`src/hdl/drt_pkg.sv`:
```
// ----------------------------------------------------------------------------
// drt_pkg: shared types and constants of the delta rule replay trainer
// Sizes, codes, sequencer states and the Q16.16 saturation helper.
// ----------------------------------------------------------------------------
package drt_pkg;

  localparam int IN_MAX    = 16;
  localparam int OUT_MAX   = 8;
  localparam int MEM_DEPTH = 16;
  localparam int IN_W      = $clog2(IN_MAX);
  localparam int OUT_W     = $clog2(OUT_MAX);
  localparam int MEM_W     = $clog2(MEM_DEPTH);
  localparam int W_AW      = OUT_W + IN_W;
  localparam int X_AW      = MEM_W + IN_W;
  localparam int T_AW      = MEM_W + OUT_W;

  // Sum of norms: up to MEM_DEPTH values below 2^32.
  localparam int DIV_W     = 37;
  localparam int DSR_W     = 5;
  localparam int ACC_W     = 37;

  localparam logic [16:0] ONE_Q      = 17'd65536;
  localparam logic [15:0] LFSR_SEED  = 16'hACE1;
  localparam logic [15:0] LFSR_TAPS  = 16'hB400;

  localparam logic signed [47:0] SAT_MAX = 48'sd2147483647;
  localparam logic signed [47:0] SAT_MIN = -48'sd2147483648;

  typedef enum logic [1:0] {
    FN_LOAD_IN  = 2'd0,
    FN_LOAD_TGT = 2'd1,
    FN_LOAD_QRY = 2'd2,
    FN_COMMIT   = 2'd3
  } func_e;

  typedef enum logic [2:0] {
    RG_RATE      = 3'd0,
    RG_SMOOTHING = 3'd1,
    RG_EPOCHS    = 3'd2,
    RG_IN_LEN    = 3'd3,
    RG_OUT_LEN   = 3'd4,
    RG_SLOTS     = 3'd5
  } reg_e;

  typedef enum logic [4:0] {
    ST_IDLE, ST_SLOT, ST_STORE, ST_FWD_RD, ST_FWD_MUL, ST_FWD_ACC, ST_DELTA,
    ST_MOM_A, ST_MOM_B, ST_MOM_C, ST_AM_MUL, ST_AM_LOAD, ST_UPD_RD,
    ST_UPD_MUL, ST_UPD_WR, ST_NORM_MUL, ST_NORM_ACC, ST_ROOT, ST_MEAN, ST_OUT
  } state_e;

  // Request to the shared divider.
  typedef struct packed {
    logic             start;
    logic [DIV_W-1:0] dividend;
    logic [DSR_W-1:0] divisor;
  } div_req_t;

  // Result of the shared divider.
  typedef struct packed {
    logic             done;
    logic [DIV_W-1:0] quot;
    logic [DSR_W-1:0] rem;
  } div_rsp_t;

  // Clamp a wide signed value into the signed 32-bit range.
  function automatic logic signed [31:0] sat32(input logic signed [47:0] v);
    logic signed [31:0] r;
    if (v > SAT_MAX) begin
      r = 32'sh7fffffff;
    end else if (v < SAT_MIN) begin
      r = 32'sh80000000;
    end else begin
      r = v[31:0];
    end
    return r;
  endfunction

endpackage

```
`src/hdl/drt_mul.sv`:
```
// ----------------------------------------------------------------------------
// drt_mul: shared Q16.16 multiplier
// Registers the exact product; the scaled result floors and saturates.
// ----------------------------------------------------------------------------
module drt_mul import drt_pkg::*; (
  input  logic               clk_i,
  input  logic signed [31:0] a_i,
  input  logic signed [31:0] b_i,
  output logic signed [63:0] prod_o,
  output logic signed [31:0] q_o
);

  logic signed [63:0] prod_q;

  // One product per cycle.
  always_ff @(posedge clk_i) begin
    prod_q <= a_i * b_i;
  end

  // Arithmetic shift gives the floor of the division by 65536.
  assign prod_o = prod_q;
  assign q_o    = sat32(48'(prod_q >>> 16));

endmodule

```
`config.mk`:
```
export PLATFORM = sky130hd
export DESIGN_NAME = drt_mul
export DESIGN_NICKNAME = d
export VERILOG_FILES = /design/src/hdl/drt_pkg.sv /design/src/hdl/drt_mul.sv
export SDC_FILE = /design/constraint.sdc
export NUM_CORES = 2
export LEC_CHECK = 0
export BUFFER_PORTS_ARGS = -buffer_cell sky130_fd_sc_hd__buf_2
export CAP_MARGIN = 25
export CORE_MARGIN = 2
export CORE_UTILIZATION = 40
export DETAILED_ROUTE_END_ITERATION = 8
export GPL_TIMING_DRIVEN = 0
export PLACE_DENSITY = 0.6
export SLEW_MARGIN = 10
export SYNTH_ARGS = -nofsm -noshare
export SYNTH_HDL_FRONTEND = slang
export SYNTH_SLANG_ARGS = --single-unit
```
`constraint.sdc`:
```
create_clock -name clk_i -period 18.14 [get_ports clk_i]
set_input_delay 3.628 -clock clk_i [delete_from_list [all_inputs] [get_ports clk_i]]
set_output_delay 3.628 -clock clk_i [all_outputs]
set_load 0.05 [all_outputs]
```
Word level (Yosys, flattened, before mapping)
Cells that the tools add are included.
W data, S select, Z words.
{ "classes": {"multipliers": 1, "magnitude_cmp": 2, "mux": 2} }
{ "ops": {"columns": ["operator", "count"], "rows": [
  ["$mul A32 B32 Y64", 1],
  ["$mux W32", 2],
  ["$gt A48 B32 Y1 const B", 1],
  ["$lt A48 B32 Y1 const B", 1]
]} }
{ "totals": {"register_bits": 64, "inputBits": 65, "wordCells": 6} }

Logic depth before layout (Yosys ltp)
{ "logic_depth": {"ltp_word": 3, "ltp_mapped": 28, "ltp_nobuf": 26} }

Least setup slack after synthesis
No wires, ideal clock.
{ "synth_path": {"path_type": "in2reg", "from": "input a_i[31]", "to": "register prod_q[63], in the netlist prod_o[63]", "arrival_time_ns": 11.025, "required_time_ns": 18.058, "slack_ns": 7.033, "stages": 25, "path_cell_list": "clkbuf_1 -> nand2_1 -> inv_1 -> fa_1 -> fa_1 -> fa_1 -> fa_1 -> inv_1 -> fa_1 -> inv_1 -> fa_1 -> inv_1 -> fa_1 -> inv_1 -> fa_1 -> ha_1 -> and3_1 -> and3_1 -> nand3_1 -> nor2_1 -> a2111oi_0 -> o31a_1 -> a21oi_2 -> or4b_1 -> o2111ai_1"} }
{ "synth_between": {"elab_chain_len": 1} }
{ "synth_rtl": {"columns": ["element", "line", "source"], "rows": [
  ["from (decl)", "drt_mul.sv:7", "input logic signed [31:0] a_i,"],
  ["$mul A32 B32 Y64", "drt_mul.sv:17", "prod_q <= a_i * b_i;"],
  ["to (signal assigned)", "drt_mul.sv:17", null],
  ["to (decl)", "drt_mul.sv:13", "logic signed [63:0] prod_q;"]
]} }
No other way between the ends.

Final worst setup path
{ "layout_path": {"from": "input b_i[2]", "to": "register prod_q[63], in the netlist prod_o[63]"} }
{ "layout_between": {"elab_chain_len": 1} }
{ "layout_rtl": {"columns": ["element", "line", "source"], "rows": [
  ["from (decl)", "drt_mul.sv:8", "input logic signed [31:0] b_i,"],
  ["$mul A32 B32 Y64", "drt_mul.sv:17", null]
]} }
No other way between the ends.

==> metrics.md <==
| Metric | Value |
|---|---|
| Largest net degree at the start of global routing | 17 |
| Routability Congestion | 1.00 |
| Synthesized Nets | 5345 |
| Via/cell ratio | 5.31 |
| Ys async rst share | 0% |
| Antenna violations before repair | 32 |
| Nature of the critical path startpoint | primary input |
| Top layer in use | met5 |
| CTS Buf Count | 9 |
| Setup CP Type | in2reg |
| Prevailing post-synth register cell | dfxtp_1 |
| Top-count cell post-synth | fa_1 |
| Site Rows | 112 |
| Initial DRT Pass Iterations | 6 |
| Placeable Area | 93500 um^2 |
| Status | complete, no violations |
| Max-cap viol count | 0 |
| Clock transition at path regs | 0.06 ns |
| Mapped Cells | 4014 |
| Final setup TNS | 0 ns |
| Core Util, Final | 43.6% |
| Per-cell routed wire length | 25.8 um |
| Endpoints failing hold | 0 |
| I/O Buffers | 160 |
| Largest cells by area after synthesis | fa_1, inv_1, and2_1, ha_1, nand2_1 |
| Final Max Tran Viols | 0 |
| Post-synth EDFFs | 0 |
| Crit-path slowest cell | fa_1 |
| Die Height | 312 um |
| Worst relative slew slack | 18.3% |
| Final Cycle Share | 70.6% |
| Die area | 97000 um^2 |
| Max FFs per register | 64 |
| Worst-path maximum fanout | 11 |
| Final nets | 5534 |
| Overflow left after global routing | 0 |
| Clock sinks | 64 |
| Seq cells post-synth | 64 |
| Antenna Nets Post-Route | 0 |
| Area Overhead vs Synth | 7.84% |
| Max Clock Freq | 78.1 MHz |
| WP data arrival | 13.07 ns |
| Share of the synthesized area in the top cell type | 57.3% |
| DRT met1 WL | 51800 um |
| Max incr delay on CP | 1.16 ns |
| Die W | 312 um |
| Avg Cell Area, Syn | 9.42 um^2 |
| Vias in the first global route | 30500 |
| Met2 WL | 64000 um |
| Dpl cell area | 40300 um^2 |
| Share of layout cells above drive strength 1 | 4.75% |
| Setup violators final | 0 |
| Worst Hold Class | in2reg |
| CP Capture Type | flop |
| Post-route minimum period | 12.81 ns |
| Most used cell, CP | fa_1 |
| Initial cell density of the core | 40.5% |
| CP startpoint | b_i[2] |
| Worst slew pin tran | 1.23 ns |
| I/O Pins | 161 |
| Worst Path Required | 18.41 ns |
| H-tree depth | 3 |
| Gr usage total | 29.5% |
| First DRT Iteration DRCs | 2647 |
| RSZ-0062 raised after global routing | false |
| DRT Wirelength | 141000 um |
| Root Buffer | clkbuf_16 |
| TritonCTS clock tree | done |
| Hold Path Origin | b_i[0] |
| Cts repair resizes | 0 |
| Sequential area share after synthesis | 3.39% |
| Post-CTS Setup Inserts | 0 |
| Library cells used by synthesis | 52 |
| First-pass GRT wire length | 204000 um |
| Area leader, netlist | fa_1 |
| Cts hold-fix bufs | 0 |
| Ys Warns | 0 |
| Vias | 29100 |
| Clock tree buffer depth | 2 |
| Metal3 WL | 14200 um |
| Cell area after layout | 40800 um^2 |
| DRC | 0 |
| Most frequent cells after synthesis | fa_1, inv_1, and2_1, nand2_1, clkbuf_1 |
| Syn Std Cell Area | 37800 um^2 |
| HPWL after DPL | 118000 um |
-- final cells by class --
class / count / area, um^2
Multi-Input combinational cell: 2762 / 32100
Timing Repair Buffer: 178 / 1040
Clock inverter: 3 / 65.1
Buffer: 212 / 796
Sequential cell: 64 / 1280
Fill cell: 9340 / 52700
Clock buffer: 13 / 250
Antenna cell: 13 / 32.5
Inverter: 976 / 3660
Tap cell: 1254 / 1570
-- cells in the final DEF (no fill, tap or decap), drive strengths merged, types with 43 or more instances in the layout --
cell | Yosys | routed
inv | 976 | 976
clkbuf | 211 | 225
dfxtp | 64 | 64
buf | 1 | 178
xnor2 | 46 | 46
ha | 184 | 184
a21o | 51 | 51
nor2 | 59 | 59
nand2 | 518 | 518
o21ai | 43 | 43
a21oi | 74 | 74
and2 | 524 | 524
fa | 1082 | 1082
-- through the flow --
step                hold WS, ns  std cells  setup WS (ns)
finish                     3.73       5475           5.33
global route               3.71       5464           4.88
CTS                        3.71       5450           5.28
detailed placement         4.09       5434           4.93
global placement           4.10       5428           4.97
floorplan                  3.76       4014           7.03
-- path summary, 6_finish.rpt --
check                   endpoint  cells after the start
worst max-delay path  prod_o[63]                     26
worst min-delay path   prod_o[0]                      2
-- critical path: cells and delay by family --
family	cells	cell delay [ns]
AO/OA/AOI/OAI	4	0.79
AND/OR/NAND/NOR	6	1.37
buffers and inverters	7	1.71
adder cells (fa/ha/maj)	9	5.55
-- logic make-up after synthesis --
| family | synth area share (%) |
|---|---|
| AO/OA/AOI/OAI | 4.02 |
| buffers and inverters | 11.8 |
| XOR/XNOR | 1.64 |
| adder cells (fa/ha/maj) | 63.4 |
| AND/OR/NAND/NOR | 15.8 |
| flip-flops | 3.39 |
-- metal layers --
metal	global-route usage, %	vias up
li1	-	11900
met2	45.8	1632
met1	36.5	15100
met5	0	-
met3	7.57	439
met4	19.6	20
Power is left out: the tool's default activity adds up to more than one toggle a clock period on the data nets, which glitch-free logic cannot reach.
