===== config.mk =====
export PLATFORM = sky130hd
export DESIGN_NAME = drt_div
export DESIGN_NICKNAME = d
export VERILOG_FILES = /design/src/hdl/drt_pkg.sv /design/src/hdl/drt_div.sv
export SDC_FILE = /design/constraint.sdc
export NUM_CORES = 1
export LEC_CHECK = 0
export CAP_MARGIN = 5
export CORE_ASPECT_RATIO = 1.4
export CORE_MARGIN = 5
export CORE_UTILIZATION = 35
export CTS_CLUSTER_SIZE = 24
export DETAILED_ROUTE_END_ITERATION = 12
export DONT_BUFFER_PORTS = 1
export SYNTH_ARGS = -nofsm -noshare
export SYNTH_HDL_FRONTEND = slang
export SYNTH_SLANG_ARGS = --single-unit

===== constraint.sdc =====
create_clock -name clk_i -period 3.1 [get_ports clk_i]
set_input_delay 0.465 -clock clk_i [delete_from_list [all_inputs] [get_ports clk_i]]
set_output_delay 0.465 -clock clk_i [all_outputs]
set_load 0.01 [all_outputs]

===== src/hdl/drt_pkg.sv =====
// ----------------------------------------------------------------------------
// drt_pkg: shared types and constants of the delta rule replay trainer
// Sizes, codes, sequencer states and the Q16.16 saturation helper.
// ----------------------------------------------------------------------------
package drt_pkg;

  localparam int IN_MAX    = 16;
  localparam int OUT_MAX   = 8;
  localparam int MEM_DEPTH = 16;
  localparam int IN_W      = $clog2(IN_MAX);
  localparam int OUT_W     = $clog2(OUT_MAX);
  localparam int MEM_W     = $clog2(MEM_DEPTH);
  localparam int W_AW      = OUT_W + IN_W;
  localparam int X_AW      = MEM_W + IN_W;
  localparam int T_AW      = MEM_W + OUT_W;

  // Sum of norms: up to MEM_DEPTH values below 2^32.
  localparam int DIV_W     = 37;
  localparam int DSR_W     = 5;
  localparam int ACC_W     = 37;

  localparam logic [16:0] ONE_Q      = 17'd65536;
  localparam logic [15:0] LFSR_SEED  = 16'hACE1;
  localparam logic [15:0] LFSR_TAPS  = 16'hB400;

  localparam logic signed [47:0] SAT_MAX = 48'sd2147483647;
  localparam logic signed [47:0] SAT_MIN = -48'sd2147483648;

  typedef enum logic [1:0] {
    FN_LOAD_IN  = 2'd0,
    FN_LOAD_TGT = 2'd1,
    FN_LOAD_QRY = 2'd2,
    FN_COMMIT   = 2'd3
  } func_e;

  typedef enum logic [2:0] {
    RG_RATE      = 3'd0,
    RG_SMOOTHING = 3'd1,
    RG_EPOCHS    = 3'd2,
    RG_IN_LEN    = 3'd3,
    RG_OUT_LEN   = 3'd4,
    RG_SLOTS     = 3'd5
  } reg_e;

  typedef enum logic [4:0] {
    ST_IDLE, ST_SLOT, ST_STORE, ST_FWD_RD, ST_FWD_MUL, ST_FWD_ACC, ST_DELTA,
    ST_MOM_A, ST_MOM_B, ST_MOM_C, ST_AM_MUL, ST_AM_LOAD, ST_UPD_RD,
    ST_UPD_MUL, ST_UPD_WR, ST_NORM_MUL, ST_NORM_ACC, ST_ROOT, ST_MEAN, ST_OUT
  } state_e;

  // Request to the shared divider.
  typedef struct packed {
    logic             start;
    logic [DIV_W-1:0] dividend;
    logic [DSR_W-1:0] divisor;
  } div_req_t;

  // Result of the shared divider.
  typedef struct packed {
    logic             done;
    logic [DIV_W-1:0] quot;
    logic [DSR_W-1:0] rem;
  } div_rsp_t;

  // Clamp a wide signed value into the signed 32-bit range.
  function automatic logic signed [31:0] sat32(input logic signed [47:0] v);
    logic signed [31:0] r;
    if (v > SAT_MAX) begin
      r = 32'sh7fffffff;
    end else if (v < SAT_MIN) begin
      r = 32'sh80000000;
    end else begin
      r = v[31:0];
    end
    return r;
  endfunction

endpackage


===== src/hdl/drt_div.sv =====
// ----------------------------------------------------------------------------
// drt_div: shared restoring divider
// One quotient bit per cycle; serves the slot pick and the mean error.
// ----------------------------------------------------------------------------
module drt_div import drt_pkg::*; (
  input  logic     clk_i,
  input  logic     rst_ni,
  input  div_req_t req_i,
  output div_rsp_t rsp_o
);

  logic             busy_q, busy_d;
  logic             done_q, done_d;
  logic [5:0]       cnt_q, cnt_d;
  logic [DIV_W-1:0] dvd_q, dvd_d;
  logic [DSR_W-1:0] rem_q, rem_d;
  logic [DSR_W-1:0] dsr_q, dsr_d;
  logic [DSR_W:0]   trial;
  logic             take;

  // Shift in the next dividend bit and try a subtraction.
  always_comb begin
    trial  = {rem_q, dvd_q[DIV_W-1]};
    take   = (trial >= {1'b0, dsr_q});
    busy_d = busy_q;
    done_d = 1'b0;
    cnt_d  = cnt_q;
    dvd_d  = dvd_q;
    rem_d  = rem_q;
    dsr_d  = dsr_q;
    if (req_i.start) begin
      busy_d = 1'b1;
      cnt_d  = 6'(DIV_W - 1);
      dvd_d  = req_i.dividend;
      rem_d  = '0;
      dsr_d  = req_i.divisor;
    end else if (busy_q) begin
      dvd_d = {dvd_q[DIV_W-2:0], take};
      rem_d = take ? DSR_W'(trial - {1'b0, dsr_q}) : trial[DSR_W-1:0];
      cnt_d = cnt_q - 6'd1;
      if (cnt_q == '0) begin
        busy_d = 1'b0;
        done_d = 1'b1;
      end
    end
  end

  always_ff @(posedge clk_i or negedge rst_ni) begin
    if (!rst_ni) begin
      busy_q <= 1'b0;
      done_q <= 1'b0;
      cnt_q  <= '0;
    end else begin
      busy_q <= busy_d;
      done_q <= done_d;
      cnt_q  <= cnt_d;
    end
  end

  always_ff @(posedge clk_i) begin
    dvd_q <= dvd_d;
    rem_q <= rem_d;
    dsr_q <= dsr_d;
  end

  assign rsp_o.done = done_q;
  assign rsp_o.quot = dvd_q;
  assign rsp_o.rem  = rem_q;

endmodule


* Yosys cells after proc, flatten, opt, wreduce, memory -nomap -nowiden *
Cells that the tools add are included.

storage, ports and cells
  register bits = 55
  input port bits = 45
  output and inout bits = 43
  word-level logic and storage cells = 22

operators by class
  add/subtract/negate cells = 2
  $lt $le $gt $ge = 1
  muxes and demuxes = 11
  reductions and logical operators = 2

operators with widths
  operator                                          count
  2-to-1 mux 37 bit                                 2
  2-to-1 mux 6 bit                                  2
  greater-or-equal comparator 6 x 5 -> 1 bit        1
  zero test 6 bit                                   1
  2-to-1 mux 1 bit                                  6
  subtractor 6 x 1 -> 6 bit, second input constant  1
  2-to-1 mux 5 bit                                  1
  subtractor 5 bit                                  1
  nonzero test 2 bit                                1

* Logic depth before layout (Yosys ltp) *
  word-level depth = 4
  gate-level depth with buffers = 8
  mapped depth without buffers = 8

* Worst setup path before layout *
Ideal clock, no wire load.

  path kind = register to register
  start point = register dvd_q[36]
  end point = register rem_q[3]
  library setup time = 120 ps
  arrival = 1900 ps
  data required time = 2980 ps
  path slack = 1080 ps
  stages on the path, launching flop included = 9
  buffers on the path = 0
  period minus slack after synthesis = 2020 ps
  path through = edfxtp_1 -> inv_1 -> ha_1 -> inv_1 -> fa_1 -> a21oi_1 -> a21o_2 -> a2111oi_2 -> a211o_2

on the way
  cells in the longest elaborated chain, start to end = 2
  elaborated cells on any way between the ends = 3
  classes of those cells = 1 x add/sub; 1 x order compare; 1 x mux

RTL lines
  element                                                                         line                          RTL
  start, declared                                                                 drt_div.sv:15                 logic [DIV_W-1:0] dvd_q, dvd_d;
  start signal, assigned                                                          drt_div.sv:61                 dvd_q <= dvd_d;
  subtractor 5 bit or greater-or-equal comparator 6 x 5 -> 1 bit (tied branches)  drt_div.sv:39, drt_div.sv:24
  2-to-1 mux 5 bit (*)                                                            drt_div.sv:39                 rem_d = take ? DSR_W'(trial - {1'b0, dsr_q}) : trial[DSR_W-1:0];
  end signal, assigned                                                            drt_div.sv:62                 rem_q <= rem_d;
  end, declared                                                                   drt_div.sv:16                 logic [DSR_W-1:0] rem_q, rem_d;

Mark *: on every way between the ends. The rest lies on a longest branch, timed or not.
A chain may end at the register's enable or synchronous reset.

* Worst setup path after layout *
  start point = register dvd_q[36]
  end point = register rem_q[4]

The elaborated chain is that of the path after synthesis.

==> flow_metrics.env <==
export IMPL_wire_per_inst_um=18.4
export IMPL_layout_drive_gt1_share_pct=29.4
export IMPL_worst_slew_pin_slew_ns=0.526
export IMPL_worst_slew_margin_rel_pct=64.4
export IMPL_cts_max_level=2
export IMPL_fin_crit_ns=2.20
export IMPL_path_buf_inv=3
export IMPL_crit_slowest_cell="edfxtp_1"
export IMPL_critPathMaxStageDelay_ns=0.47
export IMPL_drt_pass1_iter_count=4
export IMPL_grt_max_degree=56
export IMPL_setup_viol=0
export IMPL_yosysWarnings=0
export IMPL_hpwlAfterDp_um=3680
export IMPL_tns_ns=0
export IMPL_finalHoldViolations=0
export IMPL_cp_max_fo=4
export IMPL_routabilityCongestion=0.851
export IMPL_postRouteAntennaNets=0
export IMPL_status="complete, no violations"
export IMPL_synth_edf_count=42
export IMPL_antenna_found_initial=1
export IMPL_hold_worst_slack_ns=0.221
export IMPL_rsz0062_at_grt="false"
export IMPL_track_usage_pct=11.6
export IMPL_powerDensity_nw_per_um2=705
export IMPL_clock_sinks=55
export IMPL_slew_violations=0
export IMPL_path_clk_slew_ns=0.10
export IMPL_finalWorstSetupSlack_ns=0.898
export IMPL_start_util_pct=36.0
export IMPL_wl_met1_um=1890
export IMPL_synth_top_area_share_pct=49.8
export IMPL_top_layer="met5"
export IMPL_crit_path_end_kind="flop"
export IMPL_reg2reg_slack_ns=0.90
export IMPL_async_reset_ff_share_pct=14.5
export IMPL_cap_violations=0
export IMPL_dieArea_um2=9060
export IMPL_drt_iter0_drc=67
export IMPL_cts_tree="built"
export IMPL_syn_nets=230
export IMPL_avgViaCountPerCell=5.00
export IMPL_placed_cell_area_um2=2620
export IMPL_syn_mean_instance_area_um2=14.3
export IMPL_placementRows=36
export IMPL_worst_endpoint_arrival_ns=2.38
export IMPL_pin_count=88
export IMPL_crit_type="flop to flop"
export IMPL_io_buffer_count=0
export IMPL_grt_pass1_wl_um=8030
export IMPL_seq_area_frac_synth_pct=61.7
export IMPL_ys_ff_latch=55
export IMPL_clock_root_buffer="clkbuf_8"
export IMPL_syn_area_um2=2530
export IMPL_cp_common_cell="inv_1"
export IMPL_grt_pass1_vias=1493
export IMPL_cts_resized=0
export IMPL_wl_met2_um=2710
export IMPL_p_leak_nw=1.04
export IMPL_vias=1376
export IMPL_coreArea_um2=7030
export IMPL_die_height_um=111
export IMPL_dpl_worst_slack_ns=0.922
export IMPL_synth_distinct_cells=38
export IMPL_syn_inst=177
export IMPL_nets=232
export IMPL_synth_area_leader_cell="edfxtp_1"
export IMPL_skew_ns=0.00659
export IMPL_die_w_um=81.9
export IMPL_area_growth_pct=8.35
export IMPL_fin_crit_sh_pct=71.0
export IMPL_setup_worst_path_start_class="flop"
export IMPL_fmax_mhz=454
export IMPL_wl_met3_um=421
export IMPL_cp_top_family="compound AO/OA/AOI/OAI gates"
export IMPL_synth_area_leaders="edfxtp_1 50%, mux2_2 16%, dfrtp_1 7.9%, dfxtp_1 4.0%, ha_1 3.5%"
export IMPL_cts_setup_buffers=0
export IMPL_synthFlopType="edfxtp_1"
export IMPL_overflow=0
export IMPL_clk_path_buf_depth=2
export IMPL_hp_class="primary input to flop"
export IMPL_crit_chain="inv_1 > ha_1 > inv_1 > fa_1 > a21oi_1 > inv_1 > a2111oi_0 > o41ai_1"
export IMPL_crit_required_ns=3.28
export IMPL_wirelength_um=5060
export IMPL_diodes=0
export IMPL_synth_common_cells="42 x edfxtp_1, 36 x mux2_2, 11 x inv_1, 11 x nor2_1, 8 x dfrtp_1"
export IMPL_synth_most_common_cell="edfxtp_1"
export IMPL_drc=0
export IMPL_clock_latency_ns=0.30
export IMPL_numCtsBuffers=5
export IMPL_ir_drop_mv=0.239
export IMPL_fin_area_um2=2740
==> power breakdown <==
group          switching [mW]  internal (mW)
clock network           0.235          0.241
logic                   0.195          0.193
registers               0.150          0.923
==> metrics by stage <==
step / power, mW / instances / utilization, %
after global placement: 1.47 / 266 / 37.3
after detailed placement: 1.48 / 266 / 37.3
after CTS: 1.97 / 275 / 39.0
after floorplan: 1.38 / 177 / -
after global routing: 2.06 / 275 / 39.0
final: 1.94 / 275 / 39.0
==> layout by cell type, fill, tap and decap left out, types with 2 or more instances in the layout <==
cell type   n
xnor2_1     3
clkbuf_8    5
ha_1        7
nor3_1      5
inv_1      11
dfxtp_1     5
o21ai_0     2
nand2_1     7
nand2b_1    2
xor2_1      2
nand3_1     3
nor2_1     11
dfrtp_1     8
a21oi_1     4
a21o_2      3
mux2_2     36
edfxtp_1   42
==> path summary, 6_finish.rpt <==
path / cells past startpoint / endpoint / from
worst max-delay path: 8 / rem_q[4]$_SDFFE_PP0P_ / dvd_q[36]$_DFFE_PP_
worst min-delay path: 1 / rem_q[1]$_SDFFE_PP0P_ / req_i[42]
worst max register to register: 8 / rem_q[4]$_SDFFE_PP0P_ / dvd_q[36]$_DFFE_PP_
worst min register to register: 2 / rem_q[4]$_SDFFE_PP0P_ / rem_q[4]$_SDFFE_PP0P_
max in group asynchronous: 1 / busy_q$_DFF_PN0_ / rst_ni
min in group asynchronous: 1 / cnt_q[5]$_DFFE_PN0P_ / rst_ni
==> sequential cells by signal (all words and copies together), names as in the netlist <==
register,flops
busy_q,1
cnt_q,6
dvd_q,37
rem_q,5
done_q,1
dsr_q,5
==> routing by layer <==
metal  track usage (%)  up-vias
met5                 0        -
met4              3.66        2
met3              5.21        4
met2              19.1       47
met1              13.0      666
li1                  -      657
==> cells by family after synthesis <==
logic type	count (synthesis)	share of synthesized area [%]
compound gates	20	6.37
xor+xnor	5	1.73
fa+ha+maj	8	4.25
buf+inv	18	3.06
flops	55	61.7
mux	36	16.0
simple gates	35	6.92
==> layout make-up <==
cell class                 count  area, um^2
clock buffer                   5        68.8
clock inverter                 3        42.5
fill                         695        4280
inverter                      11        41.3
multi-input combinational    104         893
sequential                    55        1560
tap                           95         119
timing repair buffer           2        17.5
==> repair_timing <==
action,CTS,global route
hold buffers,1,0
setup endpoints to repair,0,0
hold endpoints to repair,8,0
(Power assumes the default switching activity.)
